**src/design/fscd_pkg.sv**
```systemverilog
// Shared constants and types for the frame search checksum deframer.
`timescale 1ns / 1ps

package fscd_pkg;

  // Frame layout: head, 4 id bytes, command, joint, 2 length bytes
  localparam int unsigned HDR_BYTES      = 9;
  localparam int unsigned FRAME_OVERHEAD = 11;

  // Configuration register indexes
  localparam logic REG_HEAD = 1'b0;
  localparam logic REG_TAIL = 1'b1;

  typedef logic [7:0] byte_t;

  // Search outcome and captured header of the last candidate
  typedef struct packed {
    logic        done;
    logic        found;
    logic [31:0] dev_id;
    byte_t       cmd;
    byte_t       joint;
    logic [15:0] plen;
  } srch_res_t;

endpackage

```
**src/design/fscd_search.sv**
```systemverilog
// Frame search sequencer: streams the byte store per candidate offset.
`timescale 1ns / 1ps

module fscd_search #(
  parameter int unsigned DEPTH = 1024,
  parameter int unsigned AW    = $clog2(DEPTH),
  parameter int unsigned CW    = AW + 1
) (
  input  logic                 clk_i,
  input  logic                 rst_ni,
  input  logic                 start_i,
  input  logic [CW-1:0]        len_i,
  input  fscd_pkg::byte_t      head_i,
  input  fscd_pkg::byte_t      tail_i,
  output logic                 busy_o,
  output logic                 ren_o,
  output logic [AW-1:0]        raddr_o,
  input  fscd_pkg::byte_t      rdata_i,
  output fscd_pkg::srch_res_t  res_o,
  output logic [AW-1:0]        base_o
);

  localparam int unsigned SW = ((CW > 16) ? CW : 16) + 2;

  typedef enum logic {S_IDLE, S_RUN} state_e;

  state_e          state_q;
  logic [AW-1:0]   base_q;
  logic [CW-1:0]   iss_q;
  logic [CW-1:0]   kp_q;
  logic            vld_q;
  logic [CW-1:0]   len_q;
  fscd_pkg::byte_t sum_q;
  logic [15:0]     plen_q;
  logic [31:0]     id_q;
  fscd_pkg::byte_t cmd_q;
  fscd_pkg::byte_t joint_q;
  logic [SW-1:0]   ck_pos_q;

  logic            abort;
  logic            hit;
  logic            last_cand;
  logic            done;
  logic [15:0]     pl16;
  logic [SW-1:0]   kp_ext;

  assign pl16   = {rdata_i, plen_q[7:0]};
  assign kp_ext = SW'(kp_q);

  // Judge the byte that arrived for offset kp of the current candidate
  always_comb begin
    abort = 1'b0;
    hit   = 1'b0;
    if (state_q == S_RUN && vld_q) begin
      if (kp_q == '0) begin
        if (rdata_i != head_i) abort = 1'b1;
      end else if (kp_q == CW'(8)) begin
        if (SW'(base_q) + SW'(fscd_pkg::FRAME_OVERHEAD) + SW'(pl16) > SW'(len_q)) begin
          abort = 1'b1;
        end
      end else if (kp_q > CW'(8)) begin
        if (kp_ext == ck_pos_q) begin
          if (sum_q != rdata_i) abort = 1'b1;
        end else if (kp_ext == ck_pos_q + SW'(1)) begin
          if (rdata_i == tail_i) hit = 1'b1;
          else abort = 1'b1;
        end
      end
    end
  end

  assign last_cand = (SW'(base_q) + SW'(fscd_pkg::FRAME_OVERHEAD + 1)) > SW'(len_q);
  assign done      = hit || (abort && last_cand);

  // Sequence candidates and capture header bytes
  always_ff @(posedge clk_i or negedge rst_ni) begin
    if (!rst_ni) begin
      state_q  <= S_IDLE;
      base_q   <= '0;
      iss_q    <= '0;
      kp_q     <= '0;
      vld_q    <= 1'b0;
      len_q    <= '0;
      sum_q    <= '0;
      plen_q   <= '0;
      id_q     <= '0;
      cmd_q    <= '0;
      joint_q  <= '0;
      ck_pos_q <= '0;
    end else begin
      unique case (state_q)
        S_IDLE: begin
          if (start_i) begin
            state_q <= S_RUN;
            base_q  <= '0;
            iss_q   <= '0;
            vld_q   <= 1'b0;
            len_q   <= len_i;
          end
        end
        S_RUN: begin
          if (done) begin
            state_q <= S_IDLE;
            vld_q   <= 1'b0;
          end else if (abort) begin
            base_q <= base_q + AW'(1);
            iss_q  <= '0;
            vld_q  <= 1'b0;
          end else begin
            iss_q <= iss_q + CW'(1);
            kp_q  <= iss_q;
            vld_q <= 1'b1;
          end
          if (vld_q && !abort) begin
            if (kp_q == '0) begin
              sum_q <= '0;
            end else if (kp_q < CW'(9)) begin
              sum_q <= sum_q + rdata_i;
              unique case (kp_q[3:0])
                4'd1:    id_q[7:0]    <= rdata_i;
                4'd2:    id_q[15:8]   <= rdata_i;
                4'd3:    id_q[23:16]  <= rdata_i;
                4'd4:    id_q[31:24]  <= rdata_i;
                4'd5:    cmd_q        <= rdata_i;
                4'd6:    joint_q      <= rdata_i;
                4'd7:    plen_q[7:0]  <= rdata_i;
                default: begin
                  plen_q[15:8] <= rdata_i;
                  ck_pos_q     <= SW'(fscd_pkg::HDR_BYTES) + SW'(pl16);
                end
              endcase
            end else begin
              sum_q <= sum_q + rdata_i;
            end
          end
        end
        default: state_q <= S_IDLE;
      endcase
    end
  end

  assign busy_o  = (state_q == S_RUN);
  assign ren_o   = (state_q == S_RUN);
  assign raddr_o = base_q + iss_q[AW-1:0];
  assign base_o  = base_q;

  assign res_o.done   = done;
  assign res_o.found  = hit;
  assign res_o.dev_id = id_q;
  assign res_o.cmd    = cmd_q;
  assign res_o.joint  = joint_q;
  assign res_o.plen   = plen_q;

endmodule
```
**config.mk**
```make
export PLATFORM = sky130hd
export DESIGN_NAME = fscd_search
export DESIGN_NICKNAME = d
export VERILOG_FILES = /design/src/design/fscd_pkg.sv /design/src/design/fscd_search.sv
export SDC_FILE = /design/constraint.sdc
export NUM_CORES = 1
export LEC_CHECK = 0
export ABC_AREA = 1
export CAP_MARGIN = 20
export CORE_MARGIN = 10
export CORE_UTILIZATION = 57
export CTS_CLUSTER_DIAMETER = 100
export DETAILED_ROUTE_END_ITERATION = 12
export DONT_BUFFER_PORTS = 1
export GPL_ROUTABILITY_DRIVEN = 0
export HOLD_SLACK_MARGIN = 0.03
export PLACE_DENSITY = 0.72
export SKIP_LAST_GASP = 1
export SLEW_MARGIN = 40
export SYNTH_ARGS = -nofsm -noshare
export SYNTH_HDL_FRONTEND = slang
export SYNTH_SLANG_ARGS = --single-unit
```
**constraint.sdc**
```tcl
create_clock -name clk_i -period 8 [get_ports clk_i]
set_input_delay 0 -clock clk_i [delete_from_list [all_inputs] [get_ports clk_i]]
set_output_delay 0 -clock clk_i [all_outputs]
set_load 0.05 [all_outputs]
```
Word-level counts from Yosys, hierarchy flattened
Index checks and enable logic that the tools add are counted.
{"block": "classes", "addsub": 9, "n_lt_le_gt_ge": 4, "eq_ne": 16, "n_mux": 33, "n_bitwise": 5, "reduce_logical": 20}
{"cell": "5-bit AND reduction", "count": 8}
{"cell": "11-bit by 18-bit == test with 1-bit output", "count": 2}
{"cell": "11-bit 2-to-1 mux", "count": 3}
{"cell": "10-bit 2-to-1 mux", "count": 3}
{"cell": "10-bit by 4-bit adder with 11-bit output (second input constant)", "count": 2}
{"cell": "1-bit 2-to-1 mux", "count": 22}
{"cell": "11-bit one-hot mux with 2 select lines", "count": 1}
{"cell": "10-bit one-hot mux with 2 select lines", "count": 1}
{"cell": "18-bit by 1-bit adder with 18-bit output (second input constant)", "count": 1}
{"cell": "11-bit by 16-bit adder with 17-bit output", "count": 1}
{"cell": "4-bit by 16-bit adder with 17-bit output (first input constant)", "count": 1}
{"cell": "17-bit by 11-bit greater-than comparator with 1-bit output", "count": 1}
{"cell": "4-bit by 3-bit == test with 1-bit output (second input constant)", "count": 4}
{"cell": "8-bit != test", "count": 2}
{"cell": "11-bit by 1-bit adder with 11-bit output (second input constant)", "count": 1}
{"cell": "11-bit by 4-bit == test with 1-bit output (second input constant)", "count": 1}
{"cell": "11-bit greater-than comparator", "count": 1}
{"cell": "11-bit by 4-bit greater-than comparator with 1-bit output (second input constant)", "count": 1}
{"cell": "11-bit zero test", "count": 1}
{"cell": "11-bit by 4-bit < comparator with 1-bit output (second input constant)", "count": 1}
{"cell": "10-bit by 1-bit adder with 10-bit output (second input constant)", "count": 1}
{"cell": "10-bit adder", "count": 1}
{"cell": "8-bit adder", "count": 1}
{"cell": "4-bit by 2-bit == test with 1-bit output (second input constant)", "count": 2}
{"cell": "other kinds (13)", "count": 24}
{"block": "totals", "reg_bits": 135, "inputBits": 38, "out_inout_bits": 88}

Depth between registers and ports, before layout
{"block": "depth", "ltp_word": 12, "ltp_mapped": 31, "mapped_depth_nobuf": 30}

Least setup slack after synthesis
No wires, ideal clock.
{"block": "synth_path", "path_type": "register to register", "from": "register base_q[1], in the netlist base_o[1]", "to": "register plen_q[2]", "arrival_time_ns": 3.906, "path_slack_ns": 3.971, "stages_incl_launch_ff": 30, "path_buffers": 2, "path_cell_list": "dfrtp_1 > inv_1 > ha_1 > inv_1 > ha_1 > inv_1 > fa_1 > o21ai_2 > nand2_1 > nand2_1 > xor2_1 > ha_1 > nand2_1 > nor2_1 > o21ai_0 > nand2_1 > nand2_1 > nand2_1 > nand2_1 > nand2_1 > nor2_1 > nand3_1 > nand2_2 > nand2_4 > nand2_4 > nand4_4 > buf_8 > buf_6 > o21ai_1 > nand2_1"}
{"block": "synth_via", "elab_chain_cells": 10}
{"item": "start, declared", "line_no": "fscd_search.sv:28", "text": "logic [AW-1:0] base_q;"}
{"item": "start signal, assigned", "line_no": "fscd_search.sv:106", "text": "base_q <= base_q + AW'(1);"}
{"item": "10-bit by 4-bit adder with 11-bit output", "line_no": "fscd_search.sv:58", "text": "if (SW'(base_q) + SW'(fscd_pkg::FRAME_OVERHEAD) + SW'(pl16) > SW'(len_q)) begin"}
{"item": "11-bit by 16-bit adder with 17-bit output", "line_no": "fscd_search.sv:58"}
{"item": "17-bit by 11-bit greater-than comparator with 1-bit output", "line_no": "fscd_search.sv:58"}
{"item": "1-bit 2-to-1 mux", "line_no": "fscd_search.sv:58"}
{"item": "1-bit 2-to-1 mux", "line_no": "fscd_search.sv:57", "text": "end else if (kp_q == CW'(8)) begin"}
{"item": "1-bit 2-to-1 mux", "line_no": "fscd_search.sv:55", "text": "if (kp_q == '0) begin"}
{"item": "1-bit 2-to-1 mux", "line_no": "fscd_search.sv:54", "text": "if (state_q == S_RUN && vld_q) begin"}
{"item": "1-bit zero test", "line_no": "fscd_search.sv:114", "text": "if (vld_q && !abort) begin"}
{"item": "1-bit logical AND", "line_no": "fscd_search.sv:114"}
{"item": "5-bit AND reduction (no source line)"}
{"item": "end signal, assigned", "line_no": "fscd_search.sv:126", "text": "4'd7: plen_q[7:0] <= rdata_i;"}
{"item": "end, declared", "line_no": "fscd_search.sv:34", "text": "logic [15:0] plen_q;"}
Every way passes these cells.
A chain may end at the register's enable or synchronous reset.

Final worst setup path
{"block": "layout_path", "from": "register base_q[1], in the netlist base_o[1]", "to": "register ck_pos_q[3]"}
{"block": "layout_via", "elab_chain_cells": 10}
{"item": "10-bit by 4-bit adder with 11-bit output", "line_no": "fscd_search.sv:58"}
{"item": "11-bit by 16-bit adder with 17-bit output", "line_no": "fscd_search.sv:58"}
{"item": "17-bit by 11-bit greater-than comparator with 1-bit output", "line_no": "fscd_search.sv:58"}
{"item": "1-bit 2-to-1 mux", "line_no": "fscd_search.sv:58"}
{"item": "1-bit 2-to-1 mux", "line_no": "fscd_search.sv:57"}
{"item": "1-bit 2-to-1 mux", "line_no": "fscd_search.sv:55"}
{"item": "1-bit 2-to-1 mux", "line_no": "fscd_search.sv:54"}
{"item": "1-bit zero test", "line_no": "fscd_search.sv:114"}
{"item": "1-bit logical AND", "line_no": "fscd_search.sv:114"}
{"item": "5-bit AND reduction (no source line)"}
{"item": "end signal, assigned", "line_no": "fscd_search.sv:129", "text": "ck_pos_q <= SW'(fscd_pkg::HDR_BYTES) + SW'(pl16);"}
{"item": "end, declared", "line_no": "fscd_search.sv:38", "text": "logic [SW-1:0] ck_pos_q;"}
Every way passes these cells.

==> flow_summary.toml <==
[sta]
hold_ws_ps = 52.9
max_freq_mhz = 200
clock_skew_ps = 9.96
worstMarginPinSlew_ps = 852
period_needed_ps = 5000
finalHoldViolCount = 0
fin_setup_tns_ps = 0
grt_setup_unrepaired = "false"
relSlewSlack = 0.432
drv_slew = 0
fin_crit_sh = 0.625
setup_viol = 0

[pwr]
total_power_mw = 4.04
p_leak_nw = 4.95
ir_drop_mv = 0.457
power.density_nw_per_um2 = 407

[floorplanning]
core_um2 = 15300
die_x_um = 145
start_util = 0.584
rows = 45
die_area_um2 = 21000
die_height_um = 145
io_pins = 126

[detailed_routing]
dr.pass1.iters = 5
routed-wl-met2_mm = 11.0
ant_nets = 0
routed-wl-met3_mm = 2.15
top_layer = "met4"
drtIter0Drc = 667
vias = 7791
route.detailed.drc = 0
drt_wl_total_mm = 24.1
wl_met1_mm = 10.3
drt-wirelength-per-cell_um = 16.8
routed_via_density = 5.44

[worst_hold_path]
worstHoldPathType = "in2reg"
min_from = "rdata_i[4]"

[synth]
yosys.area.top_type = "dfrtp_1"
synth_top_flop_cell = "dfrtp_1"
syn_area_per_cell_um2 = 7.47
syn-num-nets = 1298
synth_edf_count = 0
synth_commonest_cells = "nand2_1 (369), inv_1 (135), dfrtp_1 (134)"
seq_area_frac_synth = 0.376
synth_area_leaders = "dfrtp_1 (38%), nand2_1 (16%), ha_1 (9.0%)"
synth_area_um2 = 8920
yosys_warnings = 0
yosysMostFrequentCell = "nand2_1"
synth_seq_cells = 134
ys_types = 44
synthArstFlopShare = 1.00
synth_top_area_share = 0.376
postSynthCellCount = 1193

[clock_network]
clock-root-buffer = "clkbuf_16"
clock_latency_ps = 430
clk_pin_slew_ps = 60
htree_levels = 4
cts.sinks = 134
cts_setup_buffers = 0
cts_tree = "done"
numCtsBuffers = 17
clock_path_buffers = 2
ctsResizeCount = 0

[worst_setup_path]
crit_fanout = 41
start_kind = "flip-flop"
critPathArrivalTime_ps = 5280
worstSetupStartpoint = "base_o[1]"
cp.required_ps = 8280
crit_path_end_kind = "flip-flop"
path_class = "reg2reg"
worstReg2RegStart = "base_o[1]"

[final_layout]
design_area_um2 = 9940
layout.cells.non_filler = 1432
diodes = 0
area_growth_pct = 11.4
layout-drive-gt1-share = 0.0762
nets = 1313

[placed_design]
dp.cells = 1371
port_buffers = 0
dp_hpwl_mm = 17.0
dpl_cell_area_um2 = 9040

[global_route]
overflow = 0
antenna_found_initial = 0
grt_max_degree = 135
grt_pass1_vias = 7451
groute.usage.overall = 0.227
grt_pass1_wl_mm = 39.1

[outcome]
status = "complete, no violations"

[run]
maxCapViolCount = 0
-- area by class of cell --
type                            instances  area [µm²]
Inverter                              142         533
Tap cell                              211         264
Timing Repair Buffer                   30         315
Clock inverter                         13         136
Fill cell                            1339        5320
Multi-Input combinational cell        883        4880
Sequential cell                       134        3350
Clock buffer                           19         453
-- report_power, final --
part           total (mW)  internal, mW  switching (mW)
clock               0.779         0.452           0.326
combinational        1.64         0.550            1.09
sequential           1.62         0.883           0.738
total                4.04          1.89            2.15
-- sequential cells by signal, summed over array words and instances, names as in the netlist --
signal    flops
kp_q         11
len_q        11
sum_q         8
joint_q       8
plen_q       16
base_o       10
id_q         32
vld_q         1
cmd_q         8
ck_pos_q     17
busy_o        1
iss_q        11
-- metal layers --
layer  vias up  global-route usage
met5         -                   0
met4         0              0.0920
met3        47              0.0699
met2       239               0.365
met1      3634               0.279
li1       3871                   -
-- critical path, cell delays in order (launching register included) --
cell and delay, ps:
dfrtp_1 730, inv_1 230, ha_1 320, inv_1 60
ha_1 160, inv_1 60, fa_1 410, o21ai_2 240
nand2_1 70, nand2_1 100, xor2_1 170, ha_1 240
nand2_1 70, nor2_1 50, o21ai_0 60, nand2_1 70
nand2_1 60, nand2_1 40, nand2_1 80, nand2_1 50
nor2_1 80, nand3_1 90, nand2_2 100, nand2_4 80
a21oi_4 410, nand2_2 530, nor2_1 220, a21oi_1 50
-- placed cells by master (no fill, tap or decap), types with 4 or more instances in the layout --
cell type	netlist	final
nor4_1	5	5
or2_2	12	12
o21ai_1	56	56
nor2_2	10	12
inv_1	135	135
xnor2_1	12	11
nor3_1	11	11
o21ai_0	76	76
dfrtp_1	134	134
nand2_2	4	4
clkbuf_16	0	17
xor2_1	41	34
nand2_1	369	369
nor2_1	77	75
nand3_1	49	49
ha_1	64	64
inv_2	6	6
a21oi_1	42	42
xor2_2	0	7
nor2_4	6	6
dlygate4sd3_1	0	28
clkinv_4	0	4
o21a_1	4	4
nand4_1	19	19
-- worst paths after layout --
kind,endpoint,slack (ps),cells after the start
worst min register to register,sum_q[6],500,1
worst max-delay path,ck_pos_q[3],3000,27
min in group asynchronous,id_q[16],300,2
max in group asynchronous,kp_q[8],7260,2
worst max register to register,ck_pos_q[3],3000,27
worst min-delay path,sum_q[4],50,5
-- cell families (layout without fill, tap and decap cells) --
family / count (synthesis) / count (layout) / synth area share
fa+ha+maj: 67 / 67 / 0.0965
buf+inv: 176 / 204 / 0.0836
simple gates: 571 / 571 / 0.277
mux: 1 / 1 / 0.00126
compound gates: 191 / 191 / 0.113
xor+xnor: 53 / 53 / 0.0521
flops: 134 / 134 / 0.376
-- through the flow --
stage / setup slack (ps) / utilization
after global placement: 3170 / 0.588
after floorplan: 3970 / -
after CTS: 3010 / 0.651
after global routing: 2360 / 0.651
after detailed placement: 3040 / 0.593
final: 3000 / 0.651
-- timing repair --
action	in CTS	in global routing
endpoints found under the hold margin	215	0
hold buffers	29	0
setup endpoints to repair	0	0
(Power assumes the default switching activity.)
